==> src/rtl/core/gdn_pkg.sv <==
// shared types, constants and the month offset table of the day-number unit
// no dependencies; imported by every module of the block
package gdn_pkg;

    localparam int YEAR_MAX   = 9999;

    localparam int YEAR_W     = 14;
    localparam int MONTH_W    = 4;
    localparam int DAY_W      = 5;
    localparam int NUM_W      = 24;

    localparam int SER_BIAS_Y = 4800;
    localparam int SER_ANCHOR = 32045;
    localparam int INV_ANCHOR = 32044;
    localparam int DAYS_400Y  = 146097;
    localparam int DAYS_4Y    = 1461;
    localparam int MONTH_SPAN = 153;
    localparam int DAYS_YEAR  = 365;
    localparam int YEARS_CENT = 100;

    // floor(y / 100) as (y * 5243) >> 19, exact for y below 43690
    localparam int RECIP_100    = 5243;
    localparam int RECIP_100_SH = 19;

    // biased year of any 14-bit field pattern, and its serial
    localparam int SY_W  = YEAR_W + 1;
    localparam int SER_W = 23;
    // serial plus signed offset
    localparam int SUM_W = NUM_W + 1;

    // supported serial range: 0-01-01 up to YEAR_MAX-12-31
    localparam int LO_Y   = SER_BIAS_Y - 1;
    localparam int SER_LO = 1 + (MONTH_SPAN * 10 + 2) / 5 + DAYS_YEAR * LO_Y + LO_Y / 4
                          - LO_Y / 100 + LO_Y / 400 - SER_ANCHOR;
    localparam int HI_Y   = YEAR_MAX + SER_BIAS_Y;
    localparam int SER_HI = 31 + (MONTH_SPAN * 9 + 2) / 5 + DAYS_YEAR * HI_Y + HI_Y / 4
                          - HI_Y / 100 + HI_Y / 400 - SER_ANCHOR;

    // serial to date widths
    localparam int A_MAX = SER_HI + INV_ANCHOR;
    localparam int A_W   = $clog2(A_MAX + 1);
    localparam int NB_W  = A_W + 2;
    localparam int KB    = (2 ** NB_W) / DAYS_400Y;
    localparam int KB_W  = $clog2(KB + 1);
    localparam int PB_W  = NB_W + KB_W;
    localparam int B_MAX = (4 * A_MAX + 3) / DAYS_400Y;
    localparam int B_W   = $clog2(B_MAX + 1);
    localparam int C_W   = $clog2(DAYS_400Y / 4 + 1);
    localparam int NY_W  = C_W + 2;
    localparam int KY    = (2 ** NY_W) / DAYS_4Y;
    localparam int KY_W  = $clog2(KY + 1);
    localparam int PY_W  = NY_W + KY_W;
    localparam int Y4_W  = $clog2((4 * (DAYS_400Y / 4) + 3) / DAYS_4Y + 1);
    localparam int E_W   = $clog2(DAYS_4Y / 4 + 1);
    localparam int YB_W  = $clog2(YEARS_CENT * B_MAX + YEARS_CENT + 2);
    localparam int YS_W  = (YB_W > YEAR_W) ? YB_W : YEAR_W;

    localparam int SER_STAGES  = 3;
    localparam int DATE_STAGES = 9;
    localparam int LATENCY     = SER_STAGES + 1 + DATE_STAGES;

    typedef enum logic [1:0] {
        ACT_DATE_TO_SERIAL = 2'd0,
        ACT_SERIAL_TO_DATE = 2'd1,
        ACT_DAYS_BETWEEN   = 2'd2,
        ACT_ADD_DAYS       = 2'd3
    } action_t;

    typedef struct packed {
        action_t                   action;
        logic [YEAR_W-1:0]         first_year;
        logic [MONTH_W-1:0]        first_month;
        logic [DAY_W-1:0]          first_day;
        logic [YEAR_W-1:0]         second_year;
        logic [MONTH_W-1:0]        second_month;
        logic [DAY_W-1:0]          second_day;
        logic signed [NUM_W-1:0]   amount;
    } gdn_req_t;

    typedef struct packed {
        logic signed [NUM_W-1:0]   number;
        logic [YEAR_W-1:0]         out_year;
        logic [MONTH_W-1:0]        out_month;
        logic [DAY_W-1:0]          out_day;
        logic                      range_error;
    } gdn_res_t;

    // side information riding along with the serial into the date converter
    typedef struct packed {
        logic                      conv;
        logic [NUM_W-1:0]          number;
    } gdn_tag_t;

    // first day of a march-based month, (153 * k + 2) / 5
    function automatic logic [8:0] month_ofs(input logic [3:0] k);
        logic [8:0] ofs;
        case (k)
            4'd0:    ofs = 9'd0;
            4'd1:    ofs = 9'd31;
            4'd2:    ofs = 9'd61;
            4'd3:    ofs = 9'd92;
            4'd4:    ofs = 9'd122;
            4'd5:    ofs = 9'd153;
            4'd6:    ofs = 9'd184;
            4'd7:    ofs = 9'd214;
            4'd8:    ofs = 9'd245;
            4'd9:    ofs = 9'd275;
            4'd10:   ofs = 9'd306;
            4'd11:   ofs = 9'd337;
            4'd12:   ofs = 9'd367;
            default: ofs = 9'd0;
        endcase
        return ofs;
    endfunction

endpackage

==> src/rtl/core/gdn_serial.sv <==
// date to serial day number, three register stages
// depends on gdn_pkg
module gdn_serial
    import gdn_pkg::*;
(
    input  logic               clk,
    input  logic [YEAR_W-1:0]  year,
    input  logic [MONTH_W-1:0] month,
    input  logic [DAY_W-1:0]   day,
    output logic [SER_W-1:0]   serial
);

    localparam int P_W = SY_W + 13;

    logic               jf;
    logic [MONTH_W-1:0] mi;
    logic [SY_W-1:0]    y1_next;
    logic [9:0]         ds1_next;
    logic [SY_W-1:0]    y1_reg;
    logic [9:0]         ds1_reg;

    logic [P_W-1:0]     p100;
    logic [P_W-1:0]     p400;
    logic [SER_W-1:0]   y365_next;
    logic [SY_W-1:0]    q4_next;
    logic [SY_W-1:0]    q100_next;
    logic [SY_W-1:0]    q400_next;
    logic [SER_W-1:0]   y365_reg;
    logic [SY_W-1:0]    q4_reg;
    logic [SY_W-1:0]    q100_reg;
    logic [SY_W-1:0]    q400_reg;
    logic [9:0]         ds2_reg;

    logic [SER_W-1:0]   serial_next;
    logic [SER_W-1:0]   serial_reg;

    // january and february belong to the previous march-based year
    always_comb
    begin
        jf       = (month <= MONTH_W'(2));
        mi       = jf ? month + MONTH_W'(9) : month - MONTH_W'(3);
        y1_next  = SY_W'(year) + SY_W'(SER_BIAS_Y) - SY_W'(jf);
        ds1_next = 10'(day) + 10'(month_ofs(mi));
    end

    always_comb
    begin
        y365_next = SER_W'(y1_reg) * SER_W'(DAYS_YEAR);
        p100      = P_W'(y1_reg) * P_W'(RECIP_100);
        p400      = P_W'(y1_reg[SY_W-1:2]) * P_W'(RECIP_100);
        q4_next   = y1_reg >> 2;
        q100_next = SY_W'(p100 >> RECIP_100_SH);
        q400_next = SY_W'(p400 >> RECIP_100_SH);
    end

    // true value is never negative and fits the serial width
    always_comb
    begin
        serial_next = y365_reg + SER_W'(q4_reg) - SER_W'(q100_reg) + SER_W'(q400_reg)
                    + SER_W'(ds2_reg) - SER_W'(SER_ANCHOR);
    end

    always_ff @(posedge clk)
    begin
        y1_reg     <= y1_next;
        ds1_reg    <= ds1_next;
        y365_reg   <= y365_next;
        q4_reg     <= q4_next;
        q100_reg   <= q100_next;
        q400_reg   <= q400_next;
        ds2_reg    <= ds1_reg;
        serial_reg <= serial_next;
    end

    assign serial = serial_reg;

endmodule

==> src/rtl/core/gdn_date.sv <==
// serial day number to date with range check, nine register stages
// depends on gdn_pkg
module gdn_date
    import gdn_pkg::*;
(
    input  logic                    clk,
    input  logic                    rst_n,
    input  logic                    in_valid,
    input  logic signed [SUM_W-1:0] serial,
    input  gdn_tag_t                tag,
    output logic                    out_valid,
    output gdn_res_t                result
);

    typedef struct packed {
        logic             blank;
        logic             err;
        logic [NUM_W-1:0] number;
    } side_t;

    localparam int SIDE_N = DATE_STAGES - 1;

    logic [DATE_STAGES-1:0] vld_reg;
    side_t                  side_next;
    side_t                  side_reg [SIDE_N];

    logic [A_W-1:0]   a1_next;
    logic [A_W-1:0]   a1_reg, a2_reg, a3_reg;
    logic [PB_W-1:0]  pb2_next, pb2_reg;

    logic [KB_W-1:0]  qb;
    logic [NB_W:0]    qbd;
    logic [NB_W:0]    rb;
    logic [B_W-1:0]   b3_next;
    logic [B_W-1:0]   b3_reg, b4_reg, b5_reg, b6_reg;

    logic [A_W+1:0]   pc;
    logic [C_W-1:0]   c4_next;
    logic [C_W-1:0]   c4_reg, c5_reg, c6_reg;
    logic [PY_W-1:0]  py5_next, py5_reg;

    logic [KY_W-1:0]  qy;
    logic [NY_W:0]    qyd;
    logic [NY_W:0]    ry;
    logic [Y4_W-1:0]  y6_next, y6_reg;

    logic [C_W+1:0]   pe;
    logic [E_W-1:0]   e7_next, e7_reg, e8_reg;
    logic [YB_W-1:0]  yb7_next, yb7_reg, yb8_reg;

    logic [3:0]       m8_next, m8_reg;

    logic             wrap;
    gdn_res_t         res_next, res_reg;

    // stage 1: range check and offset into the 400-year cycle
    always_comb
    begin
        side_next.err    = tag.conv && ((serial < SER_LO) || (serial > SER_HI));
        side_next.blank  = !tag.conv || side_next.err;
        side_next.number = tag.number;
        a1_next          = A_W'(serial) + A_W'(INV_ANCHOR);
    end

    // stage 2: reciprocal estimate of the 400-year quotient
    assign pb2_next = PB_W'({a1_reg, 2'b11}) * PB_W'(KB);

    // stage 3: the estimate is at most one low
    always_comb
    begin
        qb      = pb2_reg[PB_W-1:NB_W];
        qbd     = (NB_W+1)'(qb) * (NB_W+1)'(DAYS_400Y);
        rb      = (NB_W+1)'({a2_reg, 2'b11}) - qbd;
        b3_next = B_W'({1'b0, qb} + (KB_W+1)'(rb >= (NB_W+1)'(DAYS_400Y)));
    end

    // stage 4: day within the 400-year cycle
    always_comb
    begin
        pc      = (A_W+2)'(b3_reg) * (A_W+2)'(DAYS_400Y);
        c4_next = C_W'(a3_reg - pc[A_W+1:2]);
    end

    // stage 5: reciprocal estimate of the 4-year quotient
    assign py5_next = PY_W'({c4_reg, 2'b11}) * PY_W'(KY);

    // stage 6: correct it
    always_comb
    begin
        qy      = py5_reg[PY_W-1:NY_W];
        qyd     = (NY_W+1)'(qy) * (NY_W+1)'(DAYS_4Y);
        ry      = (NY_W+1)'({c5_reg, 2'b11}) - qyd;
        y6_next = Y4_W'({1'b0, qy} + (KY_W+1)'(ry >= (NY_W+1)'(DAYS_4Y)));
    end

    // stage 7: day within the march-based year, biased year
    always_comb
    begin
        pe       = (C_W+2)'(y6_reg) * (C_W+2)'(DAYS_4Y);
        e7_next  = E_W'(c6_reg - pe[C_W+1:2]);
        yb7_next = YB_W'(b6_reg) * YB_W'(YEARS_CENT) + YB_W'(y6_reg);
    end

    // stage 8: month from the month start thresholds, which rise with k
    always_comb
    begin
        m8_next = '0;
        for (int k = 1; k < 12; k++)
        begin
            if (e7_reg >= E_W'(month_ofs(4'(k))))
                m8_next = 4'(k);
        end
    end

    // stage 9: calendar fields; march-based months 10 and 11 are jan and feb
    always_comb
    begin
        wrap                 = (m8_reg >= 4'd10);
        res_next.number      = side_reg[SIDE_N-1].number;
        res_next.range_error = side_reg[SIDE_N-1].err;
        res_next.out_day     = DAY_W'(e8_reg - E_W'(month_ofs(m8_reg)) + E_W'(1));
        res_next.out_month   = wrap ? m8_reg - 4'd9 : m8_reg + 4'd3;
        res_next.out_year    = YEAR_W'(YS_W'(yb8_reg) + YS_W'(wrap) - YS_W'(SER_BIAS_Y));
        if (side_reg[SIDE_N-1].blank)
        begin
            res_next.out_day   = '0;
            res_next.out_month = '0;
            res_next.out_year  = '0;
        end
    end

    always_ff @(posedge clk or negedge rst_n)
    begin
        if (!rst_n)
            vld_reg <= '0;
        else
            vld_reg <= {vld_reg[DATE_STAGES-2:0], in_valid};
    end

    always_ff @(posedge clk)
    begin
        side_reg[0] <= side_next;
        for (int i = 1; i < SIDE_N; i++)
            side_reg[i] <= side_reg[i-1];
        a1_reg  <= a1_next;
        pb2_reg <= pb2_next;
        a2_reg  <= a1_reg;
        b3_reg  <= b3_next;
        a3_reg  <= a2_reg;
        c4_reg  <= c4_next;
        b4_reg  <= b3_reg;
        py5_reg <= py5_next;
        c5_reg  <= c4_reg;
        b5_reg  <= b4_reg;
        y6_reg  <= y6_next;
        c6_reg  <= c5_reg;
        b6_reg  <= b5_reg;
        e7_reg  <= e7_next;
        yb7_reg <= yb7_next;
        m8_reg  <= m8_next;
        e8_reg  <= e7_reg;
        yb8_reg <= yb7_reg;
        res_reg <= res_next;
    end

    assign out_valid = vld_reg[DATE_STAGES-1];
    assign result    = res_reg;

endmodule

==> src/rtl/core/gregorian_day_number_unit_top.sv <==
// top level of the gregorian day-number unit: two date-to-serial pipes,
// an action stage and the serial-to-date pipe; depends on gdn_pkg
//
// A request is taken on every clock edge where start is high and busy is
// low. busy never rises: the datapath is a fixed pipeline with no feedback,
// so a new request may follow in every cycle.
// Each request gives exactly one result: done is high for one cycle and
// result holds the fields during that cycle only.
// Results leave in request order.
// Stages: three for the two date-to-serial pipes (multiply by reciprocal
// for the century terms), one for the action (sum, difference, offset),
// nine for serial to date (two reciprocal divides, each corrected in the
// following stage, then the month search and the calendar fields).
// The receiver has no way to hold results; none is needed.
// Reset clears only the valid bits; requests in flight are dropped.
// Dates are not checked; a serial or sum outside years 0 to YEAR_MAX sets
// range_error and gives a zero date.
module gregorian_day_number_unit_top
    import gdn_pkg::*;
(
    input  logic     clk,
    input  logic     rst_n,
    input  logic     start,
    output logic     busy,
    input  gdn_req_t req,
    output logic     done,
    output gdn_res_t result
);

    logic [SER_STAGES-1:0]   vld_reg;
    action_t                 act_reg [SER_STAGES];
    logic signed [NUM_W-1:0] amt_reg [SER_STAGES];

    logic [SER_W-1:0]        ser1;
    logic [SER_W-1:0]        ser2;

    logic signed [SUM_W-1:0] s_next, s_reg;
    gdn_tag_t                tag_next, tag_reg;
    logic                    vld4_reg;

    assign busy = 1'b0;

    gdn_serial u_first (
        .clk    (clk),
        .year   (req.first_year),
        .month  (req.first_month),
        .day    (req.first_day),
        .serial (ser1)
    );

    gdn_serial u_second (
        .clk    (clk),
        .year   (req.second_year),
        .month  (req.second_month),
        .day    (req.second_day),
        .serial (ser2)
    );

    // action stage
    always_comb
    begin
        tag_next.conv = (act_reg[SER_STAGES-1] == ACT_SERIAL_TO_DATE)
                     || (act_reg[SER_STAGES-1] == ACT_ADD_DAYS);
        case (act_reg[SER_STAGES-1])
            ACT_DATE_TO_SERIAL: tag_next.number = NUM_W'(ser1);
            ACT_DAYS_BETWEEN:   tag_next.number = NUM_W'(ser2) - NUM_W'(ser1);
            default:            tag_next.number = '0;
        endcase
        if (act_reg[SER_STAGES-1] == ACT_ADD_DAYS)
            s_next = $signed(SUM_W'(ser1) + SUM_W'(amt_reg[SER_STAGES-1]));
        else
            s_next = SUM_W'(amt_reg[SER_STAGES-1]);
    end

    always_ff @(posedge clk or negedge rst_n)
    begin
        if (!rst_n)
        begin
            vld_reg  <= '0;
            vld4_reg <= 1'b0;
        end
        else
        begin
            vld_reg  <= {vld_reg[SER_STAGES-2:0], start && !busy};
            vld4_reg <= vld_reg[SER_STAGES-1];
        end
    end

    always_ff @(posedge clk)
    begin
        act_reg[0] <= req.action;
        amt_reg[0] <= req.amount;
        for (int i = 1; i < SER_STAGES; i++)
        begin
            act_reg[i] <= act_reg[i-1];
            amt_reg[i] <= amt_reg[i-1];
        end
        s_reg   <= s_next;
        tag_reg <= tag_next;
    end

    gdn_date u_date (
        .clk       (clk),
        .rst_n     (rst_n),
        .in_valid  (vld4_reg),
        .serial    (s_reg),
        .tag       (tag_reg),
        .out_valid (done),
        .result    (result)
    );

    // every request is answered by exactly one result on done
    assert property (@(posedge clk) disable iff (!rst_n)
        (start && !busy) |-> ##LATENCY done)
        else $error("request did not produce a result on time");

    assert property (@(posedge clk) disable iff (!rst_n)
        done |-> $past(start && !busy, LATENCY))
        else $error("result without a matching request");

    // only the conversions to a date can fall outside the supported years
    assert property (@(posedge clk) disable iff (!rst_n)
        (done && result.range_error) |->
            ($past(req.action, LATENCY) == ACT_SERIAL_TO_DATE
             || $past(req.action, LATENCY) == ACT_ADD_DAYS))
        else $error("range error on a date-to-serial action");

    assert property (@(posedge clk) disable iff (!rst_n)
        (done && result.range_error) |->
            (result.out_month == '0 && result.out_day == '0 && result.number == '0))
        else $error("range error with a nonzero date");

endmodule
==> config.mk <==
export PLATFORM = sky130hd
export DESIGN_NAME = gregorian_day_number_unit_top
export DESIGN_NICKNAME = d
export VERILOG_FILES = /design/src/rtl/core/gdn_pkg.sv /design/src/rtl/core/gdn_serial.sv /design/src/rtl/core/gdn_date.sv /design/src/rtl/core/gregorian_day_number_unit_top.sv
export SDC_FILE = /design/constraint.sdc
export NUM_CORES = 2
export LEC_CHECK = 0
export BUFFER_PORTS_ARGS = -buffer_cell sky130_fd_sc_hd__buf_2
export CELL_PAD_IN_SITES_DETAIL_PLACEMENT = 1
export CELL_PAD_IN_SITES_GLOBAL_PLACEMENT = 2
export CORE_AREA = 2 2 347 349
export CTS_CLUSTER_DIAMETER = 80
export DETAILED_ROUTE_END_ITERATION = 7
export DIE_AREA = 0 0 349 351
export MAX_ROUTING_LAYER = met4
export PLACE_DENSITY = 0.92
export SLEW_MARGIN = 25
export SYNTH_ARGS = -nofsm -noshare
export SYNTH_HDL_FRONTEND = slang
export SYNTH_SLANG_ARGS = --single-unit
==> constraint.sdc <==
create_clock -name clk -period 9.4 [get_ports clk]
set_clock_uncertainty 0.1 [all_clocks]
set_input_delay 1.88 -clock clk [delete_from_list [all_inputs] [get_ports clk]]
set_output_delay 1.88 -clock clk [all_outputs]
set_load 0.01 [all_outputs]
==> summary.md <==
| Metric | Value |
|---|---|
| Status | `complete, no violations` |
| Synthesized Nets | `6729` |
| Synth Area in Adders | `41.2%` |
| Fin Setup TNS | `0 ns` |
| Register area share after synthesis | `30.3%` |
| Unrepaired setup endpoints after global routing | `no` |
| Die Wd | `349 um` |
| IO Port Bufs | `123` |
| WHS Path Cells | `0` |
| Synth area leaders | `dfxtp_1, ha_1, fa_1` |
| Arrival time worst endpoint | `6.50 ns` |
| Worst hold path type | `register to register` |
| Rel. slew slack | `34.7%` |
| Detailed-route via count | `35700` |
| Worst reg-to-reg path cell count | `22` |
| Setup crit start | `u_date.pb2_reg[26]` |
| GRT met1 Usage | `25.8%` |
| Avg Cell Area, Syn | `10.5 um^2` |
| Fin. Hold Viols | `0` |
| First DRT Iteration DRCs | `1346` |
| Final instance area | `60000 um^2` |
| CTS Sinks | `821` |
| Total iterations of the first detailed-routing run | `5` |
| Area of the multi-input gates | `33800 um^2` |
| Reg2reg setup slack | `3.33 ns` |
| Crit end category | `register` |
| Layout cell share with drive strength beyond 1 | `5.83%` |
| FF-to-FF Start | `u_date.pb2_reg[26]` |
| Final HPWL DP | `103000 um` |
| Fillcell total | `12900` |
| Vias per std cell | `5.10` |
| Vias in the first global route | `40200` |
| First-pass GRT wire length | `209000 um` |
| TritonCTS Buffers | `88` |
| Largest family of logic cells by synthesized area | `adder cells` |
| Max-Cap Viols | `0` |
| Yosys top cell by area | `dfxtp_1` |
| CP Launch Type | `register` |
| Total track usage | `21.9%` |
| CP endpoint | `u_date.b3_reg[6]` |
| H-tree depth | `3` |
| Least-Margin Pin Slew | `0.970 ns` |
| Initial antenna violation count | `10` |
| M3 GR Usage | `2.64%` |
| Post-synth top flop | `dfxtp_1` |
| Drt drc | `0` |
| Top-count cell post-synth | `inv_1` |
| Top cells by count, synth | `inv_1, ha_1, dfxtp_1` |
| Final antenna-violating net count | `0` |
| Largest net degree at the start of global routing | `48` |
| Root Buffer | `clkbuf_16` |
| Synth Area in Simple Gates | `6.83%` |
| Sequential standard cell area | `16500 um^2` |
| Post-CTS setup buffer count | `0` |
| # rows | `127` |
| DRT Wirelength | `128000 um` |
| Area Growth Syn to Fin | `10.3%` |
| Post-synth EDFFs | `0` |
| Final Slew Violations | `0` |
| Post-synth top area share | `29.7%` |
| Core ar. | `119000 um^2` |
| Worst Path Required | `9.83 ns` |
| Routed len/inst | `18.2 um` |
| Chip height | `351 um` |
| Fmax | `165 MHz` |
| Final Setup Violations | `0` |
| DP Area | `56800 um^2` |
| Compound-Gate Fraction of Synth Area | `8.54%` |
| Global placement routability congestion | `0.885` |
| GRT overflow | `0` |
| Post-CTS resize count | `0` |
| CTS tree | `built` |
| Post-Synthesis Cells | `5188` |
| GR peak layer | `met2` |
| Max reg flops | `208` |
| Fraction of registers with async set/reset | `1.58%` |
| Post-synthesis cell area | `54400 um^2` |
| Synth Register Bits | `821` |
| Clock Latency Late Sink | `0.68 ns` |
| Crit share post-route | `64.6%` |
| Fin nets | `6909` |
| Yosys cell types | `91` |
| Worst Setup Path Type | `register to register` |
| Number of hold buffers added after CTS | `0` |
| Worst-case clock buffer depth | `3` |
| R2r endpoint | `u_date.b3_reg[6]` |
| Ports | `125` |
| CTS clk-pin slew, worst paths | `0.07 ns` |
| DIE AREA | `122000 um^2` |
| Min Hold Slack | `0.217 ns` |
| Starting Density | `45.7%` |
| XOR/XNOR Fraction of Synth Area | `5.15%` |
| Synthesis Warnings | `0` |
| Final min period | `6.07 ns` |
| Post-synthesis mux area share | `0.469%` |
| GR Util met2 | `38.9%` |
| Crit-path max FO | `13` |
layout by cell type, fill, tap and decap left out, drive strengths merged, types with 20 or more instances in the layout:
master	synthesis	final
xnor2	224	224
o21ai	156	156
a211oi	22	22
nand4	29	29
ha	927	927
nand3	66	66
o211ai	20	20
a21o	57	57
mux2i	21	21
nor3	83	83
and3	37	37
nor2b	55	55
o21bai	38	38
xor2	96	96
fa	539	539
clkbuf	34	112
nand2	150	150
a31oi	32	32
o21a	38	38
nor2	213	213
buf	4	128
a21oi	211	211
dfxtp	808	808
or3	26	26
inv	1047	1062
nand2b	44	44
how the worst min path moves through the flow:
stage / endpoint / start / slack, ns
2_1_floorplan: act_reg[0][2] / act_reg[0][0] / 0.21
4_1_cts: u_date.side_reg[0][9] / tag_reg[9] / 0.22
3_5_place_dp: u_date.side_reg[0][34] / u_date.side_reg[0][8] / 0.21
5_1_grt: u_date.yb8_reg[13] / u_date.yb7_reg[13] / 0.23
3_3_place_gp: u_first.ds2_reg[1] / u_first.ds1_reg[1] / 0.21
6_report: u_date.side_reg[0][81] / u_date.side_reg[0][55] / 0.22
logic make-up (layout without fill, tap and decap cells):
family | count (synthesis) | in the layout
compound gates | 712 | 712
xor+xnor | 320 | 320
fa+ha+maj | 1467 | 1467
buf+inv | 1085 | 1335
flops | 821 | 821
mux | 25 | 25
other cells | 1 | 11
simple gates | 757 | 757
final cells by class:
type                       instances  share of cell area [%]
tap                             1548                    3.23
antenna                           10                  0.0417
sequential                       821                    27.5
multi-input combinational       3282                    56.4
timing repair buffer             128                    1.09
clock inverter                    48                    1.18
inverter                        1047                    6.55
clock buffer                     112                    4.07
stage by stage:
stage,util (%),cells,setup WS [ns]
6_report,50.4,6996,3.33
5_1_grt,50.4,6994,2.93
4_1_cts,50.4,6986,3.26
3_5_place_dp,47.8,6826,3.28
3_3_place_gp,47.8,6826,2.88
2_1_floorplan,-,5188,3.78
metal layers:
metal | vias to the layer above | share of wire [%]
met1 | 17700 | 43
met3 | 220 | 3.0
li1 | 17300 | -
met5 | - | 0
met2 | 475 | 51
met4 | 0 | 3.1
worst max-delay path, stage by stage, from the launching register on:
cell,delay (ns)
dfxtp_1,0.74
inv_1,0.14
fa_1,0.53
inv_1,0.05
fa_1,0.49
inv_1,0.05
fa_1,0.48
inv_1,0.06
fa_1,0.52
inv_1,0.04
ha_1,0.36
and3_1,0.21
and3_1,0.19
a2111o_1,0.44
xor2_1,0.15
nor3_1,0.20
o211ai_1,0.12
a21oi_1,0.17
o2111ai_1,0.20
ha_1,0.26
ha_1,0.23
nand4_1,0.10
xnor2_1,0.08
Power is left out: the tool's default activity adds up to more than one toggle a clock period on the data nets, which glitch-free logic cannot reach.
